===== config.mk =====
export PLATFORM = sky130hd
export DESIGN_NAME = cube_plane_slice_polygon
export DESIGN_NICKNAME = d
export VERILOG_FILES = /design/src/sv/cpsp_pkg.sv /design/src/sv/cube_plane_slice_polygon.sv /design/src/sv/cpsp_front.sv /design/src/sv/cpsp_setup.sv /design/src/sv/cpsp_back.sv
export SDC_FILE = /design/constraint.sdc
export NUM_CORES = 2
export LEC_CHECK = 0
export BUFFER_PORTS_ARGS = -buffer_cell sky130_fd_sc_hd__buf_2
export CAP_MARGIN = 10
export CORE_MARGIN = 2
export CORE_UTILIZATION = 55
export CTS_CLUSTER_DIAMETER = 60
export DETAILED_ROUTE_END_ITERATION = 10
export PLACE_DENSITY = 0.71
export RECOVER_POWER = 50
export SLEW_MARGIN = 20
export SYNTH_ARGS = -nofsm -noshare
export SYNTH_HDL_FRONTEND = slang
export SYNTH_SLANG_ARGS = --single-unit
export TNS_END_PERCENT = 5

===== constraint.sdc =====
create_clock -name i_clk -period 19.6 [get_ports i_clk]
set_clock_uncertainty 0.1 [all_clocks]
set_input_delay 0.98 -clock i_clk [delete_from_list [all_inputs] [get_ports i_clk]]
set_output_delay 0.98 -clock i_clk [all_outputs]
set_load 0.02 [all_outputs]

===== src/sv/cpsp_pkg.sv =====
// Shared constants, lookup tables, types and helpers for the cube slicer.
package cpsp_pkg;

    localparam int EPS_Q16  = 7;
    localparam int HALF_Q15 = 16384;

    // Configuration register indexes.
    localparam logic [1:0] REG_DIR_X = 2'd0;
    localparam logic [1:0] REG_DIR_Y = 2'd1;
    localparam logic [1:0] REG_DIR_Z = 2'd2;
    localparam logic [1:0] REG_COUNT = 2'd3;

    // Sign pattern of each cube corner: bit0 = x positive, bit1 = y, bit2 = z.
    localparam logic [2:0] CORNER_SIGN [8] = '{3'd0, 3'd1, 3'd3, 3'd2,
                                               3'd4, 3'd5, 3'd7, 3'd6};

    // End corners of the 12 cube edges.
    localparam logic [2:0] EDGE_A [12] = '{3'd0, 3'd1, 3'd2, 3'd3, 3'd0, 3'd1,
                                           3'd2, 3'd3, 3'd4, 3'd5, 3'd6, 3'd7};
    localparam logic [2:0] EDGE_B [12] = '{3'd1, 3'd2, 3'd3, 3'd0, 3'd4, 3'd5,
                                           3'd6, 3'd7, 3'd5, 3'd6, 3'd7, 3'd4};

    // Edge visiting order for each front corner, 12 entries per corner.
    localparam logic [3:0] EDGE_ORDER [96] = '{
        4'd0, 4'd1, 4'd5, 4'd6,   4'd4, 4'd8, 4'd11, 4'd9,  4'd3, 4'd7, 4'd2, 4'd10,
        4'd0, 4'd4, 4'd3, 4'd11,  4'd1, 4'd2, 4'd6, 4'd7,   4'd5, 4'd9, 4'd8, 4'd10,
        4'd1, 4'd5, 4'd0, 4'd8,   4'd2, 4'd3, 4'd7, 4'd4,   4'd6, 4'd10, 4'd9, 4'd11,
        4'd7, 4'd11, 4'd10, 4'd8, 4'd2, 4'd6, 4'd1, 4'd9,   4'd3, 4'd0, 4'd4, 4'd5,
        4'd8, 4'd5, 4'd9, 4'd1,   4'd11, 4'd10, 4'd7, 4'd6, 4'd4, 4'd3, 4'd0, 4'd2,
        4'd9, 4'd6, 4'd10, 4'd2,  4'd8, 4'd11, 4'd4, 4'd7,  4'd5, 4'd0, 4'd1, 4'd3,
        4'd9, 4'd8, 4'd5, 4'd4,   4'd6, 4'd1, 4'd2, 4'd0,   4'd10, 4'd7, 4'd11, 4'd3,
        4'd10, 4'd9, 4'd6, 4'd5,  4'd7, 4'd2, 4'd3, 4'd1,   4'd11, 4'd4, 4'd8, 4'd0};

    // Polygon corner used by each of the 12 triangle fan vertices.
    localparam logic [2:0] FAN_ORDER [12] = '{3'd0, 3'd1, 3'd2, 3'd0, 3'd2, 3'd3,
                                              3'd0, 3'd3, 3'd4, 3'd0, 3'd4, 3'd5};

    // Head of the slice queue as seen by the back end.
    typedef struct packed {
        logic       valid;
        logic [8:0] idx;
    } t_queue_head;

    // Setup status as seen by the back end.
    typedef struct packed {
        logic       done;
        logic [2:0] front;
    } t_setup_stat;

    // Axis along which an edge runs: 0 = x, 1 = y, 2 = z.
    function automatic logic [1:0] edge_axis(input logic [3:0] e);
        logic [2:0] diff;
        diff = CORNER_SIGN[EDGE_A[e]] ^ CORNER_SIGN[EDGE_B[e]];
        case (diff)
            3'd1:    edge_axis = 2'd0;
            3'd2:    edge_axis = 2'd1;
            default: edge_axis = 2'd2;
        endcase
    endfunction

    // Projected distance of a corner onto the plane normal, units of 2^-15.
    function automatic logic signed [17:0] corner_dist(input logic [2:0] c,
                                                       input logic signed [15:0] dx,
                                                       input logic signed [15:0] dy,
                                                       input logic signed [15:0] dz);
        logic [2:0]         sg;
        logic signed [17:0] ex, ey, ez;
        sg = CORNER_SIGN[c];
        ex = 18'(dx);
        ey = 18'(dy);
        ez = 18'(dz);
        corner_dist = (sg[0] ? ex : -ex) + (sg[1] ? ey : -ey) + (sg[2] ? ez : -ez);
    endfunction

endpackage


===== src/sv/cube_plane_slice_polygon.sv =====
// Top level of the cube slicer: configuration registers, front, setup and back.
// A slice's first vertex reaches the ports once the back end has swept its edges and selected
// its corners, and after the setup pass as well when that runs after reset or a config write.
// The back end takes a new slice only when it is through with the edge sweep and the emit of
// the last one; up to two slices queue ahead of it, and busy stops commands while both are held.
// Reset is synchronous, active low, restores register defaults; the receiver cannot stall.
module cube_plane_slice_polygon import cpsp_pkg::*; #(
    parameter int MAX_SLICES  = 512,
    parameter int PARAM_WIDTH = 32
) (
    input  logic               i_clk,
    input  logic               i_rst_n,
    input  logic               i_cfg_we,
    input  logic [1:0]         i_cfg_idx,
    input  logic [15:0]        i_cfg_data,
    input  logic               i_start,
    output logic               busy,
    input  logic [8:0]         i_slice_index,
    output logic               o_valid,
    output logic signed [15:0] o_vert_x,
    output logic signed [15:0] o_vert_y,
    output logic signed [15:0] o_vert_z,
    output logic               o_last_vertex
);

    localparam int NW = $clog2(MAX_SLICES + 1);

    logic signed [15:0]          r_dir_x, r_dir_y, r_dir_z;
    logic [9:0]                  r_count;
    logic [NW-1:0]               eff_count;
    t_queue_head                 head;
    t_setup_stat                 stat;
    logic                        pop, go;
    logic [3:0]                  rd_idx;
    logic signed [PARAM_WIDTH-1:0] start_p, step_p;

    // Configuration registers.
    always_ff @(posedge i_clk) begin
        if (!i_rst_n) begin
            r_dir_x <= 16'sd0;
            r_dir_y <= 16'sd32767;
            r_dir_z <= 16'sd0;
            r_count <= 10'd500;
        end else if (i_cfg_we) begin
            case (i_cfg_idx)
                REG_DIR_X: r_dir_x <= i_cfg_data;
                REG_DIR_Y: r_dir_y <= i_cfg_data;
                REG_DIR_Z: r_dir_z <= i_cfg_data;
                REG_COUNT: r_count <= i_cfg_data[9:0];
                default:   r_count <= r_count;
            endcase
        end
    end

    // Slice count clamped to the supported range.
    always_comb begin
        if (r_count < 10'd3) begin
            eff_count = NW'(3);
        end else if (32'(r_count) > 32'(MAX_SLICES)) begin
            eff_count = NW'(MAX_SLICES);
        end else begin
            eff_count = NW'(r_count);
        end
    end

    cpsp_front #(.NW(NW)) u_front (
        .i_clk         (i_clk),
        .i_rst_n       (i_rst_n),
        .i_start       (i_start),
        .i_slice_index (i_slice_index),
        .i_count       (eff_count),
        .i_pop         (pop),
        .o_busy        (busy),
        .o_head        (head)
    );

    cpsp_setup #(.PW(PARAM_WIDTH), .NW(NW)) u_setup (
        .i_clk    (i_clk),
        .i_rst_n  (i_rst_n),
        .i_clr    (i_cfg_we),
        .i_go     (go),
        .i_dir_x  (r_dir_x),
        .i_dir_y  (r_dir_y),
        .i_dir_z  (r_dir_z),
        .i_count  (eff_count),
        .i_rd_idx (rd_idx),
        .o_start  (start_p),
        .o_step   (step_p),
        .o_stat   (stat)
    );

    cpsp_back #(.PW(PARAM_WIDTH)) u_back (
        .i_clk         (i_clk),
        .i_rst_n       (i_rst_n),
        .i_head        (head),
        .o_pop         (pop),
        .i_stat        (stat),
        .o_go          (go),
        .o_rd_idx      (rd_idx),
        .i_start       (start_p),
        .i_step        (step_p),
        .o_valid       (o_valid),
        .o_vert_x      (o_vert_x),
        .o_vert_y      (o_vert_y),
        .o_vert_z      (o_vert_z),
        .o_last_vertex (o_last_vertex)
    );

endmodule


===== src/sv/cpsp_front.sv =====
// Front end: takes slice commands, drops out-of-range slices, queues the rest while there is room.
module cpsp_front import cpsp_pkg::*; #(
    parameter int NW = 10
) (
    input  logic              i_clk,
    input  logic              i_rst_n,
    input  logic              i_start,
    input  logic [8:0]        i_slice_index,
    input  logic [NW-1:0]     i_count,
    input  logic              i_pop,
    output logic              o_busy,
    output t_queue_head       o_head
);

    logic [8:0] r_q [2];
    logic       r_wp, r_rp;
    logic [1:0] r_cnt;
    logic       in_range, push;

    // A slice at or beyond the effective count produces nothing; drop it here.
    assign in_range = (NW + 9)'(i_slice_index) < (NW + 9)'(i_count);
    assign o_busy   = (r_cnt == 2'd2);
    assign push     = i_start && !o_busy && in_range;

    assign o_head.valid = (r_cnt != 2'd0);
    assign o_head.idx   = r_q[r_rp];

    // Two-entry queue between the command side and the back end.
    always_ff @(posedge i_clk) begin
        if (!i_rst_n) begin
            r_wp  <= 1'b0;
            r_rp  <= 1'b0;
            r_cnt <= 2'd0;
        end else begin
            if (push) begin
                r_wp <= !r_wp;
            end
            if (i_pop) begin
                r_rp <= !r_rp;
            end
            r_cnt <= r_cnt + 2'(push) - 2'(i_pop);
        end
    end

    always_ff @(posedge i_clk) begin
        if (push) begin
            r_q[r_wp] <= i_slice_index;
        end
    end

endmodule


===== src/sv/cpsp_setup.sv =====
// Setup pass: corner projection, front corner search and per-edge division.
module cpsp_setup import cpsp_pkg::*; #(
    parameter int PW = 32,
    parameter int NW = 10
) (
    input  logic                 i_clk,
    input  logic                 i_rst_n,
    input  logic                 i_clr,
    input  logic                 i_go,
    input  logic signed [15:0]   i_dir_x,
    input  logic signed [15:0]   i_dir_y,
    input  logic signed [15:0]   i_dir_z,
    input  logic [NW-1:0]        i_count,
    input  logic [3:0]           i_rd_idx,
    output logic signed [PW-1:0] o_start,
    output logic signed [PW-1:0] o_step,
    output t_setup_stat          o_stat
);

    localparam int FRAC = PW - 16;
    localparam int DVW  = PW + 4;
    localparam int DSW  = NW + 17;
    localparam int CNTW = $clog2(DVW + 1);
    localparam logic [DVW-1:0] HI_MAG = DVW'({(PW-1){1'b1}});
    localparam logic [DVW-1:0] LO_MAG = DVW'({1'b1, {(PW-1){1'b0}}});
    localparam logic signed [PW-1:0] NEG_ONE = {{16{1'b1}}, {FRAC{1'b0}}};
    localparam logic signed [PW-1:0] HI_VAL  = {1'b0, {(PW-1){1'b1}}};
    localparam logic signed [PW-1:0] LO_VAL  = {1'b1, {(PW-1){1'b0}}};

    localparam logic [2:0] S_IDLE = 3'd0;
    localparam logic [2:0] S_CORN = 3'd1;
    localparam logic [2:0] S_EDGE = 3'd2;
    localparam logic [2:0] S_DIVA = 3'd3;
    localparam logic [2:0] S_WRA  = 3'd4;
    localparam logic [2:0] S_DIVB = 3'd5;
    localparam logic [2:0] S_WRB  = 3'd6;

    logic [2:0]            r_state;
    logic [2:0]            r_c;
    logic signed [17:0]    r_mx, r_mn;
    logic [2:0]            r_fc;
    logic [3:0]            r_i;
    logic                  r_done;
    logic [DVW-1:0]        r_quo;
    logic [DSW:0]          r_rem;
    logic [DSW-1:0]        r_dvs, r_dvs_b;
    logic [CNTW-1:0]       r_cnt;
    logic                  r_neg, r_neg_b;
    logic signed [PW-1:0]  r_start [12];
    logic signed [PW-1:0]  r_step  [12];

    logic signed [17:0]    dist_c;
    logic [3:0]            e;
    logic [1:0]            ax;
    logic signed [16:0]    dax, den;
    logic [15:0]           dabs;
    logic signed [19:0]    num, span;
    logic [19:0]           nabs;
    logic [NW+15:0]        nprod;
    logic [DSW:0]          sh;
    logic                  ge;
    logic [DSW:0]          rem_n;
    logic [DVW-1:0]        quo_n;

    function automatic logic signed [PW-1:0] sat_q(input logic [DVW-1:0] q,
                                                   input logic neg);
        logic [DVW-1:0] nq;
        nq = -q;
        if (neg) begin
            sat_q = (q >= LO_MAG) ? LO_VAL : nq[PW-1:0];
        end else begin
            sat_q = (q > HI_MAG) ? HI_VAL : q[PW-1:0];
        end
    endfunction

    assign o_start     = r_start[i_rd_idx];
    assign o_step      = r_step[i_rd_idx];
    assign o_stat.done  = r_done;
    assign o_stat.front = r_fc;

    // Corner projection for the corner sweep.
    assign dist_c = corner_dist(r_c, i_dir_x, i_dir_y, i_dir_z);

    // Edge geometry for the current table slot.
    always_comb begin
        e   = EDGE_ORDER[7'(r_fc) * 7'd12 + 7'(r_i)];
        ax  = edge_axis(e);
        case (ax)
            2'd0:    dax = 17'(i_dir_x);
            2'd1:    dax = 17'(i_dir_y);
            default: dax = 17'(i_dir_z);
        endcase
        den   = CORNER_SIGN[EDGE_B[e]][ax] ? dax : -dax;
        dabs  = den[16] ? 16'(-den) : 16'(den);
        num   = 20'(r_mn) - 20'sd7 - 20'(corner_dist(EDGE_A[e], i_dir_x, i_dir_y, i_dir_z));
        nabs  = num[19] ? 20'(-num) : 20'(num);
        span  = 20'(r_mx) - 20'(r_mn) + 20'sd14;
        nprod = i_count * dabs;
    end

    // One quotient bit per cycle, restoring division on magnitudes.
    always_comb begin
        sh    = {r_rem[DSW-1:0], r_quo[DVW-1]};
        ge    = (sh >= {1'b0, r_dvs});
        rem_n = ge ? (sh - {1'b0, r_dvs}) : sh;
        quo_n = {r_quo[DVW-2:0], ge};
    end

    // Control of the setup sequence.
    always_ff @(posedge i_clk) begin
        if (!i_rst_n) begin
            r_state <= S_IDLE;
            r_done  <= 1'b0;
            r_fc    <= 3'd0;
        end else begin
            case (r_state)
                S_IDLE: begin
                    if (i_clr) begin
                        r_done <= 1'b0;
                    end else if (i_go && !r_done) begin
                        r_c     <= 3'd0;
                        r_state <= S_CORN;
                    end
                end
                S_CORN: begin
                    if (r_c == 3'd0) begin
                        r_mx <= dist_c;
                        r_mn <= dist_c;
                        r_fc <= 3'd0;
                    end else begin
                        if (dist_c > r_mx) begin
                            r_mx <= dist_c;
                            r_fc <= r_c;
                        end
                        if (dist_c < r_mn) begin
                            r_mn <= dist_c;
                        end
                    end
                    r_c <= r_c + 3'd1;
                    if (r_c == 3'd7) begin
                        r_i     <= 4'd0;
                        r_state <= S_EDGE;
                    end
                end
                S_EDGE: begin
                    if (den == 17'sd0) begin
                        // Edge parallel to the planes is never hit.
                        r_start[r_i] <= NEG_ONE;
                        r_step[r_i]  <= '0;
                        r_i <= r_i + 4'd1;
                        if (r_i == 4'd11) begin
                            r_done  <= 1'b1;
                            r_state <= S_IDLE;
                        end
                    end else begin
                        r_quo   <= DVW'({nabs[18:0], {FRAC{1'b0}}});
                        r_rem   <= '0;
                        r_dvs   <= DSW'({dabs, 1'b0});
                        r_dvs_b <= {nprod, 1'b0};
                        r_neg   <= num[19] ^ den[16];
                        r_neg_b <= den[16];
                        r_cnt   <= '0;
                        r_state <= S_DIVA;
                    end
                end
                S_DIVA, S_DIVB: begin
                    r_quo <= quo_n;
                    r_rem <= rem_n;
                    r_cnt <= r_cnt + CNTW'(1);
                    if (r_cnt == CNTW'(DVW - 1)) begin
                        r_state <= (r_state == S_DIVA) ? S_WRA : S_WRB;
                    end
                end
                S_WRA: begin
                    r_start[r_i] <= sat_q(r_quo, r_neg);
                    r_quo   <= DVW'({span[18:0], {FRAC{1'b0}}});
                    r_rem   <= '0;
                    r_dvs   <= r_dvs_b;
                    r_neg   <= r_neg_b;
                    r_cnt   <= '0;
                    r_state <= S_DIVB;
                end
                S_WRB: begin
                    r_step[r_i] <= sat_q(r_quo, r_neg);
                    r_i <= r_i + 4'd1;
                    if (r_i == 4'd11) begin
                        r_done  <= 1'b1;
                        r_state <= S_IDLE;
                    end else begin
                        r_state <= S_EDGE;
                    end
                end
                default: r_state <= S_IDLE;
            endcase
        end
    end

endmodule


===== src/sv/cpsp_back.sv =====
// Back end: evaluates edge parameters for one slice and emits the fan.
module cpsp_back import cpsp_pkg::*; #(
    parameter int PW = 32
) (
    input  logic                 i_clk,
    input  logic                 i_rst_n,
    input  t_queue_head          i_head,
    output logic                 o_pop,
    input  t_setup_stat          i_stat,
    output logic                 o_go,
    output logic [3:0]           o_rd_idx,
    input  logic signed [PW-1:0] i_start,
    input  logic signed [PW-1:0] i_step,
    output logic                 o_valid,
    output logic signed [15:0]   o_vert_x,
    output logic signed [15:0]   o_vert_y,
    output logic signed [15:0]   o_vert_z,
    output logic                 o_last_vertex
);

    localparam int FRAC = PW - 16;
    localparam int CW   = FRAC + 3;
    localparam int XW   = PW + 11;
    localparam logic signed [XW-1:0] P_ONE   = XW'(1) << FRAC;
    localparam logic signed [XW-1:0] P_TWO   = XW'(1) << (FRAC + 1);
    localparam logic signed [XW-1:0] P_NTWO  = -P_TWO;
    localparam logic [CW+14:0]       BIAS    = (CW + 15)'({FRAC{1'b1}});

    localparam logic [2:0] B_IDLE  = 3'd0;
    localparam logic [2:0] B_WAIT  = 3'd1;
    localparam logic [2:0] B_PARAM = 3'd2;
    localparam logic [2:0] B_SEL   = 3'd3;
    localparam logic [2:0] B_EMIT  = 3'd4;

    logic [2:0]            r_state;
    logic [3:0]            r_k;
    logic [8:0]            r_idx;
    logic [11:0]           r_hit;
    logic signed [CW-1:0]  r_pc [12];
    logic [3:0]            r_slot [6];
    logic                  r_valid, r_last;
    logic signed [15:0]    r_vx, r_vy, r_vz;

    logic signed [XW-1:0]  p;
    logic [3:0]            n_slot [6];
    logic [3:0]            s;
    logic [3:0]            e;
    logic [1:0]            ax;
    logic [2:0]            ca, cb;
    logic signed [CW-1:0]  pv;
    logic signed [CW+14:0] pw;
    logic signed [CW+14:0] off_w;
    logic signed [18:0]    off;
    logic signed [18:0]    co [3];
    logic signed [15:0]    cs [3];

    assign o_go     = (r_state == B_WAIT);
    assign o_pop    = (r_state == B_IDLE) && i_head.valid;
    assign o_rd_idx = r_k;

    // Parameter of the slice on the current edge slot.
    assign p = XW'(i_start) + i_step * $signed({1'b0, r_idx});

    // Polygon corner choice by fixed edge priority.
    always_comb begin
        n_slot[0] = r_hit[0] ? 4'd0 : (r_hit[1] ? 4'd1 : 4'd3);
        n_slot[1] = r_hit[2] ? 4'd2 : (r_hit[0] ? 4'd0 : (r_hit[1] ? 4'd1 : 4'd3));
        n_slot[2] = r_hit[4] ? 4'd4 : (r_hit[5] ? 4'd5 : 4'd7);
        n_slot[3] = r_hit[6] ? 4'd6 : (r_hit[4] ? 4'd4 : (r_hit[5] ? 4'd5 : 4'd7));
        n_slot[4] = r_hit[8] ? 4'd8 : (r_hit[9] ? 4'd9 : 4'd11);
        n_slot[5] = r_hit[10] ? 4'd10 : (r_hit[8] ? 4'd8 : (r_hit[9] ? 4'd9 : 4'd11));
    end

    // Vertex position for the current fan vertex.
    always_comb begin
        s     = r_slot[FAN_ORDER[r_k]];
        e     = EDGE_ORDER[7'(i_stat.front) * 7'd12 + 7'(s)];
        ax    = edge_axis(e);
        ca    = CORNER_SIGN[EDGE_A[e]];
        cb    = CORNER_SIGN[EDGE_B[e]];
        pv    = r_pc[s];
        pw    = {pv, 15'b0};
        off_w = (pw + (pv[CW-1] ? $signed(BIAS) : $signed((CW + 15)'(0)))) >>> FRAC;
        off   = off_w[18:0];
        for (int k = 0; k < 3; k++) begin
            co[k] = ca[k] ? 19'sd16384 : -19'sd16384;
            if (2'(k) == ax) begin
                co[k] = co[k] + (cb[k] ? off : -off);
            end
            if (co[k] > 19'sd32767) begin
                cs[k] = 16'sd32767;
            end else if (co[k] < -19'sd32768) begin
                cs[k] = -16'sd32768;
            end else begin
                cs[k] = co[k][15:0];
            end
        end
    end

    // Sequencer: wait for setup, sweep the edge slots, select corners, emit the fan for a slice that hits.
    always_ff @(posedge i_clk) begin
        if (!i_rst_n) begin
            r_state <= B_IDLE;
            r_valid <= 1'b0;
            r_last  <= 1'b0;
        end else begin
            r_valid <= 1'b0;
            r_last  <= 1'b0;
            case (r_state)
                B_IDLE: begin
                    if (i_head.valid) begin
                        r_idx   <= i_head.idx;
                        r_state <= B_WAIT;
                    end
                end
                B_WAIT: begin
                    if (i_stat.done) begin
                        r_k     <= 4'd0;
                        r_state <= B_PARAM;
                    end
                end
                B_PARAM: begin
                    r_hit[r_k] <= (p >= 0) && (p < P_ONE);
                    if (p > P_TWO) begin
                        r_pc[r_k] <= P_TWO[CW-1:0];
                    end else if (p < P_NTWO) begin
                        r_pc[r_k] <= P_NTWO[CW-1:0];
                    end else begin
                        r_pc[r_k] <= p[CW-1:0];
                    end
                    r_k <= r_k + 4'd1;
                    if (r_k == 4'd11) begin
                        r_state <= B_SEL;
                    end
                end
                B_SEL: begin
                    for (int i = 0; i < 6; i++) begin
                        r_slot[i] <= n_slot[i];
                    end
                    r_k     <= 4'd0;
                    // A slice that touches none of edge slots 0, 1 and 3 misses the cube.
                    r_state <= (r_hit[0] || r_hit[1] || r_hit[3]) ? B_EMIT : B_IDLE;
                end
                B_EMIT: begin
                    r_valid <= 1'b1;
                    r_vx    <= cs[0];
                    r_vy    <= cs[1];
                    r_vz    <= cs[2];
                    r_k     <= r_k + 4'd1;
                    if (r_k == 4'd11) begin
                        r_last  <= 1'b1;
                        r_state <= B_IDLE;
                    end
                end
                default: r_state <= B_IDLE;
            endcase
        end
    end

    assign o_valid       = r_valid;
    assign o_last_vertex = r_last;
    assign o_vert_x      = r_vx;
    assign o_vert_y      = r_vy;
    assign o_vert_z      = r_vz;

endmodule


### Yosys cells after proc, flatten, opt, wreduce, memory -nomap -nowiden

Memory sizes are Yosys's and may differ from the RTL's. A register that Yosys moved wholly into a read port is not among the register bits.
Index checks and enable logic that the tools add are counted.

| word-level totals | value |
|---|---|
| register bits after elaboration | 305 |
| latch bits | 0 |
| bits in writable memories | 1,038 |
| bits in read-only memories | 1,384 |
| output and inout bits | 51 |
| word-level logic and storage cells | 367 |
| memories | 17 |

Memories:

| memory | depth | width | rd ports | clocked after Yosys merged registers in | wr ports | RTL line | source |
|---|---|---|---|---|---|---|---|
| (name not given) | 128 | 4 | 1 | 0 | 0 | cpsp_setup.sv:86 | `e = EDGE_ORDER[7'(r_fc) * 7'd12 + 7'(r_i)];` |
| (name not given) | 128 | 4 | 1 | 0 | 0 | cpsp_back.sv:77 | `e = EDGE_ORDER[7'(i_stat.front) * 7'd12 + 7'(s)];` |
| u_setup.r_start | 12 | 32 | 1 | 1 | 1 | cpsp_setup.sv:49 | `logic signed [PW-1:0] r_start [12];` |
| u_setup.r_step | 12 | 32 | 1 | 1 | 1 | cpsp_setup.sv:50 | `logic signed [PW-1:0] r_step [12];` |
| u_back.r_pc | 12 | 19 | 1 | 0 | 1 | cpsp_back.sv:39 | `logic signed [CW-1:0] r_pc [12];` |
| (name not given) | 16 | 3 | 1 | 0 | 0 | cpsp_pkg.sv:53 | `diff = CORNER_SIGN[EDGE_A[e]] ^ CORNER_SIGN[EDGE_B[e]];` |
| +11 memories | -- | -- | -- | -- | -- | -- |  |

| cells by class | value |
|---|---|
| add/subtract/negate cells | 30 |
| $mul | 3 |
| div/mod/pow operators | 0 |
| magnitude comparators | 31 |
| eq/ne operators | 37 |
| shift-type cells | 0 |
| muxes and demuxes | 153 |
| bitwise operators | 18 |
| reductions and logical operators | 49 |

Operators by type and width:

| operator | count |
|---|---|
| 32-bit 2-to-1 mux | 9 |
| 19-bit 2-to-1 mux | 12 |
| 18-bit 2-to-1 mux | 10 |
| 36-bit case mux with 3 select lines | 1 |
| 3-bit 2-to-1 mux | 35 |
| 43-bit by 18-bit less-than comparator with 1-bit output, second input constant | 2 |
| 27-bit 2-to-1 mux | 3 |
| 27-bit case mux with 3 select lines | 1 |
| 16-bit 2-to-1 mux | 5 |
| 18-bit adder | 4 |
| 19-bit adder | 3 |
| 19-bit by 16-bit greater-than comparator with 1-bit output, second input constant | 3 |
| 19-bit by 16-bit less-than comparator with 1-bit output, second input constant | 3 |
| 4-bit 2-to-1 mux | 14 |
| 16-bit negation with 18-bit output | 3 |
| 27-bit case mux with 2 select lines | 1 |
| 32-bit by 42-bit adder with 43-bit output | 1 |
| 43-bit by 1-bit >= comparator with 1-bit output, second input constant | 1 |
| 43-bit by 19-bit greater-than comparator with 1-bit output, second input constant | 1 |
| 32-bit by 10-bit multiplier with 42-bit output | 1 |
| 1-bit 2-to-1 mux | 37 |
| 36-bit by 32-bit >= comparator with 1-bit output, second input constant | 1 |
| 36-bit by 31-bit greater-than comparator with 1-bit output, second input constant | 1 |
| 36-bit 2-to-1 mux | 1 |
| 79 further kinds | 168 |

### Longest topological paths before layout

| logic depth | value |
|---|---|
| word-level depth | 27 |
| depth in mapped cells | 52 |

### Modules after synthesis

A second synthesis with hierarchy kept.

| second synthesis, totals | value |
|---|---|
| cell total of the unflattened synthesis | 6,981 |
| area, all modules | 84,086.9 sq um |

Modules (own cells, without submodules):

| module | times used | cells an instance | area an instance (sq um) | sequential area each (sq um) |
|---|---|---|---|---|
| cpsp_setup | 1 | 3,996 | 52,813.2 | 28,187.0 |
| cpsp_back | 1 | 2,661 | 27,746.6 | 9,439.1 |
| cube_plane_slice_polygon | 1 | 244 | 2,432.3 | 1,161.1 |
| cpsp_front | 1 | 80 | 1,094.8 | 640.6 |

### Least setup slack after synthesis

Ideal clock, no wire load.

| path | value |
|---|---|
| kind | register to register |
| from | register u_setup.r_fc[1] |
| to | register u_setup.r_dvs_b[25], data pin |
| library setup time | 0.266 ns |
| arrival time | 10.947 ns |
| slack | 8.287 ns |
| cell stages (with the launch flop) | 47 |
| clock period less this slack | 11.313 ns |
| cell sequence | dfxtp_1 > ha_1 > fa_1 > clkbuf_1 > clkbuf_1 > xnor2_1 > a211oi_1 > a31o_2 > clkbuf_1 > buf_1 > buf_1 > nor2_1 > a21oi_1 > nor2_1 > a21oi_1 > clkbuf_1 > ha_1 > nand3_1 > [... 11 more ...] > fa_1 > fa_1 > inv_1 > fa_1 > inv_1 > ha_1 > a21oi_1 > o21bai_1 > a21oi_1 > o21bai_1 > a21oi_1 > nor2b_1 > o31ai_1 > a2111oi_0 > o21a_1 > o21a_1 > o41ai_1 > xnor2_1 |

| on the way | value |
|---|---|
| elaborated cells between the ends (all ways) | 35 |
| classes of those cells | add/sub (3); mul (2); eq/ne (3); mux (16); bitwise (5); reduce/logical (1); memory (5) |

RTL lines:

| what | RTL line | source |
|---|---|---|
| start, declared | cpsp_setup.sv:41 | `logic [2:0] r_fc;` |
| start signal, assigned | cpsp_setup.sv:133 | `r_fc <= r_c;` |
| 3-bit by 2-bit multiplier with 5-bit output * | cpsp_setup.sv:86 |  |
| 7-bit by 4-bit adder with 7-bit output * | cpsp_setup.sv:86 |  |
| 7-bit NOT with 8-bit output (implied by the code) * | cpsp_setup.sv:86 |  |
| memory 128 x 4 bit * | -- |  |
| 4-bit 2-to-1 mux (implied by the code) * (2 in series) | cpsp_setup.sv:86 |  |
| 4-bit NOT with 5-bit output (implied by the code) * | cpsp_pkg.sv:53, cpsp_setup.sv:93 |  |
| memory 16 x 3 bit | -- |  |
| 3-bit 2-to-1 mux (implied by the code) (2 in series) | cpsp_pkg.sv:53 |  |
| [... 7 more ...] | -- |  |
| 2-bit by 1-bit == test with 1-bit output / 2-bit zero test (equally long branches) | cpsp_setup.sv:88 | `case (ax)` |
| 17-bit case mux with 2 select lines | cpsp_setup.sv:88 |  |
| 17-bit negation | cpsp_setup.sv:93 | `den = CORNER_SIGN[EDGE_B[e]][ax] ? dax : -dax;` |
| 17-bit 2-to-1 mux * | cpsp_setup.sv:93 |  |
| via u_setup.den[16] | cpsp_setup.sv:55 | `logic signed [16:0] dax, den;` |
| 16-bit 2-to-1 mux * | cpsp_setup.sv:94 | `dabs = den[16] ? 16'(-den) : 16'(den);` |
| 10-bit by 16-bit multiplier with 26-bit output * | cpsp_setup.sv:98 | `nprod = i_count * dabs;` |
| via u_setup.nprod[24] | cpsp_setup.sv:59 | `logic [NW+15:0] nprod;` |
| end signal, assigned | cpsp_setup.sv:159 | `r_dvs_b <= {nprod, 1'b0};` |
| end, declared | cpsp_setup.sv:46 | `logic [DSW-1:0] r_dvs, r_dvs_b;` |

Mark *: on every way through the listed nets, which the timed path passes. The rest lies on a longest branch. The select of a mux whose other input is x is not followed.
A chain may end at the register's enable or synchronous reset.

### Final worst setup path

| path | value |
|---|---|
| from | register u_setup.r_i[2] |
| to | register u_setup.r_dvs_b[26], data pin |

| on the way | value |
|---|---|
| longest elaborated chain between the ends | 23 |
| elaborated cells between the ends (all ways) | 34 |
| classes of those cells | add/sub (3); mul (1); eq/ne (3); mux (16); bitwise (5); reduce/logical (1); memory (5) |

RTL lines:

| what | RTL line | source |
|---|---|---|
| start, declared | cpsp_setup.sv:42 | `logic [3:0] r_i;` |
| start signal, assigned | cpsp_setup.sv:150 | `r_i <= r_i + 4'd1;` |
| start signal, assigned | cpsp_setup.sv:185 | `r_i <= r_i + 4'd1;` |
| 7-bit by 4-bit adder with 7-bit output * | cpsp_setup.sv:86 |  |
| 7-bit NOT with 8-bit output (implied by the code) * | cpsp_setup.sv:86 |  |
| memory 128 x 4 bit * | -- |  |
| 4-bit 2-to-1 mux (implied by the code) * (2 in series) | cpsp_setup.sv:86 |  |
| 4-bit NOT with 5-bit output (implied by the code) * | cpsp_pkg.sv:53, cpsp_setup.sv:93 |  |
| memory 16 x 3 bit | -- |  |
| 3-bit 2-to-1 mux (implied by the code) (2 in series) | cpsp_pkg.sv:53 |  |
| 3-bit NOT with 4-bit output (implied by the code) | cpsp_pkg.sv:53 |  |
| [... 6 more ...] | -- |  |
| 2-bit by 1-bit == test with 1-bit output / 2-bit zero test (equally long branches) | cpsp_setup.sv:88 |  |
| 17-bit case mux with 2 select lines | cpsp_setup.sv:88 |  |
| 17-bit negation | cpsp_setup.sv:93 |  |
| 17-bit 2-to-1 mux * | cpsp_setup.sv:93 |  |
| 16-bit negation | cpsp_setup.sv:94 |  |
| 16-bit 2-to-1 mux * | cpsp_setup.sv:94 |  |
| 10-bit by 16-bit multiplier with 26-bit output * | cpsp_setup.sv:98 |  |
| via u_setup.nprod[25] | cpsp_setup.sv:59 |  |

Marked as above.

==> results.json <==
{
  "postCtsSetupBuffers": 0,
  "clock.fmax_ghz": 0.07502,
  "ys_types": 104,
  "setup-violations-final": 0,
  "rr_worst_depth": 41,
  "viasPerCell": 6.015,
  "cp_common_cell": "fa_1",
  "ios": 82,
  "crit_type": "register to register",
  "synth.mux.area_fraction_pct": 7.811,
  "slowest_delay_ps": 1190,
  "endpoint_kind": "register",
  "synth_warnings": 0,
  "violations": "max-capacitance violations, max-slew violations",
  "ant_nets": 0,
  "dr.pass1.iters": 5,
  "grt_max_degree": 84,
  "finalHoldViolCount": 0,
  "slew_viol_final": 457,
  "synthTopCellsByCount": "edfxtp_1 (1,263), inv_1 (653), nand2_1 (597)",
  "numCtsBuffers": 146,
  "synth_top_family_by_area": "adder cells",
  "crit_required_ps": 20010,
  "synth_top_cell_area_share_pct": 46.35,
  "synth_flop_cell": "edfxtp_1",
  "multiInputGateArea_mm2": 0.03898,
  "yosysSeqAreaShare_pct": 48.26,
  "cp_top_family": "adder cells",
  "yosysTopAreaCell": "edfxtp_1",
  "synth_cells": 6749,
  "synth_compound_area_share_pct": 8.409,
  "hold-path-cell-count": 3,
  "antenna_found_initial": 3,
  "track_usage_pct": 27.53,
  "drv_cap": 15,
  "cts_resized": 0,
  "syn2layout_area_growth_pct": 8.933,
  "period_minus_slack_ps": 13330,
  "hold_class": "input port to register",
  "seq_area_mm2": 0.03950,
  "fin_crit_sh_pct": 68.01,
  "drtIter0Drc": 4434,
  "synthXorXnorAreaFrac_pct": 3.838,
  "drive_above_1_share_pct": 9.805,
  "grt_pass1_wl_mm": 319.4,
  "synthArstFlopShare_pct": 0,
  "dieArea_mm2": 0.1519,
  "synth_area_leaders": "edfxtp_1 (46%), fa_1 (11%), ha_1 (5.8%)",
  "drc_errors": 0,
  "clk_latency_ps": 790,
  "slowest_stage": "fa_1",
  "rsz0062_at_grt": "no",
  "synth-simple-area-share_pct": 10.90,
  "vias": 53337,
  "crit_buf_inv": 5,
  "wl_mm": 206.1,
  "dp_hpwl_mm": 143.7,
  "path_max_fanout": 30,
  "status": "finished with violations",
  "critPathArrivalTime_ps": 13740,
  "place_congestion": 0.9160,
  "critPathLaunch": "u_setup.r_i[2]$_SDFFCE_PN0P_",
  "finalNetCount": 7663,
  "synth_fa_ha_area_share_pct": 16.33,
  "timing.rr.end": "u_setup.r_dvs_b[26]$_DFFE_PP_",
  "cts_tree": "yes",
  "startpoint_type": "register",
  "grt_pass1_vias": 54359,
  "die-height_um": 389.7,
  "cts.sinks": 1341,
  "tns_ps": 0,
  "clock_path_buffers": 3,
  "ctsHtreeMaxLevel": 4,
  "relSlewSlack_pct": -126.4,
  "worstMarginPinSlew_ps": 3396,
  "core.rowCount": 141,
  "cts_root_buf": "clkbuf_16",
  "ys_ff_latch": 1341,
  "cts.reportedPaths.clkPinSlew_ps": 60,
  "yosysMostFrequentCell": "edfxtp_1",
  "worstSetupPathDepth": 41,
  "grt_overflow": 0,
  "cts_hold_buf": 0,
  "start_util_pct": 55.41,
  "crit_end": "u_setup.r_dvs_b[26]$_DFFE_PP_",
  "die_x_um": 389.7,
  "wl_per_cell_um": 23.24,
  "r2r-start": "u_setup.r_i[2]$_SDFFCE_PN0P_",
  "synth_edf_count": 1263,
  "nFillCells": 11549,
  "postSynthAreaPerCell_um2": 12.12,
  "r2r_setup_slack_ps": 6270,
  "core_mm2": 0.1477,
  "syn-cell-area_mm2": 0.08182,
  "synth_fp_nets": 7590,
  "io_buffers": 81
}
cell usage in the layout, fill, tap and decap left out, types with 30 or more instances in the layout:
| master | n |
|---|---|
| edfxtp_1 | 1263 |
| inv_1 | 653 |
| nand2_1 | 597 |
| nor2_1 | 450 |
| fa_1 | 430 |
| ha_1 | 380 |
| xnor2_1 | 229 |
| a21oi_1 | 220 |
| o21ai_0 | 214 |
| mux4_2 | 197 |
| mux2i_1 | 160 |
| clkbuf_16 | 147 |
| and2_1 | 142 |
| xor2_1 | 125 |
| clkbuf_1 | 121 |
| buf_4 | 113 |
| nand3_1 | 109 |
| nor2b_1 | 93 |
| nor3_1 | 90 |
| nand2b_1 | 86 |
| dfxtp_1 | 74 |
| or3_1 | 63 |
| a21boi_0 | 55 |
| o21bai_1 | 55 |
| a21o_1 | 53 |
| o21ai_1 | 47 |
| a211oi_1 | 45 |
| o21a_1 | 41 |
| o31ai_1 | 33 |
| and2_0 | 32 |
| and3_1 | 31 |
| a221oi_1 | 30 |
kinds of logic after synthesis:
group | after synthesis
simple gates | 1866
flops | 1341
compound gates | 1035
buf+inv | 953
fa+ha+maj | 810
mux | 388
xor+xnor | 356
metal layers:
metal	share of wire (%)	track usage [%]	vias to the layer above
li1	-	-	24131
met1	39	34.35	26740
met2	49	46.95	1993
met3	7.2	4.770	471
met4	4.9	12.61	2
met5	0.0063	0	-
worst min-delay path by stage:
stage	start	to	slack, ps
6_report	i_cfg_data[12]	r_dir_y[12]$_SDFFE_PN1P_	340
5_1_grt	i_cfg_data[12]	r_dir_y[12]$_SDFFE_PN1P_	350
3_3_place_gp	r_dir_x[1]$_SDFFE_PN0P_	r_dir_x[1]$_SDFFE_PN0P_	380
4_1_cts	i_cfg_data[12]	r_dir_y[12]$_SDFFE_PN1P_	280
3_5_place_dp	r_count[0]$_SDFFE_PN0P_	r_count[0]$_SDFFE_PN0P_	380
2_1_floorplan	r_count[1]$_SDFFE_PN0P_	r_count[1]$_SDFFE_PN0P_	340
layout make-up:
class	instances	area share (%)
tap	1930	2.709
sequential	1341	44.32
antenna	3	0.008423
timing repair buffer	219	1.471
clock inverter	75	0.6640
multi-input combinational	4455	43.73
inverter	659	2.781
clock buffer	186	4.314
flip-flops by register name, indices dropped and copies added, names as in the netlist, 12 cells and up, named ones only:
register / flops
u_setup.r_mx: 18
u_back.o_vert_x: 16
u_setup.r_rem: 27
u_setup.r_quo: 36
r_dir_x: 16
u_setup.r_dvs: 26
u_back.o_vert_y: 16
u_back.o_vert_z: 16
u_setup.r_step: 384
u_setup.r_mn: 18
u_setup.r_start: 384
u_setup.r_dvs_b: 26
u_back.r_pc: 228
u_front.r_q: 18
r_dir_z: 16
u_back.r_slot: 12
r_dir_y: 16
per-stage QoR:
| step | cell area [µm²] | hold slack (ps) | instances | worst slack [ps] | utilization, % |
|---|---|---|---|---|---|
| after floorplan | 81820 | 343.9 | 6749 | 8287 | - |
| after global placement | 84830 | 377.3 | 8603 | 7229 | 57.45 |
| after detailed placement | 84910 | 382.6 | 8604 | 6968 | 57.50 |
| after CTS | 89340 | 283.8 | 8865 | 6898 | 60.50 |
| after global routing | 89120 | 345.0 | 8865 | 5216 | 60.36 |
| final | 89130 | 341.0 | 8868 | 6271 | 60.36 |
worst register-to-register path, delay by kind of cell, from the launching register on:
family | cells | cell delay (ps)
AOI/OAI and AO/OA | 14 | 3600
xor gates and xnor gates | 3 | 1230
adders and majority gates | 9 | 4690
buffers and inverters | 5 | 530
DFF | 1 | 600
and+or+nand+nor | 10 | 2280
Power is not shown: default switching activity piles up to over one toggle a cycle in this logic, so the estimate is an artifact.
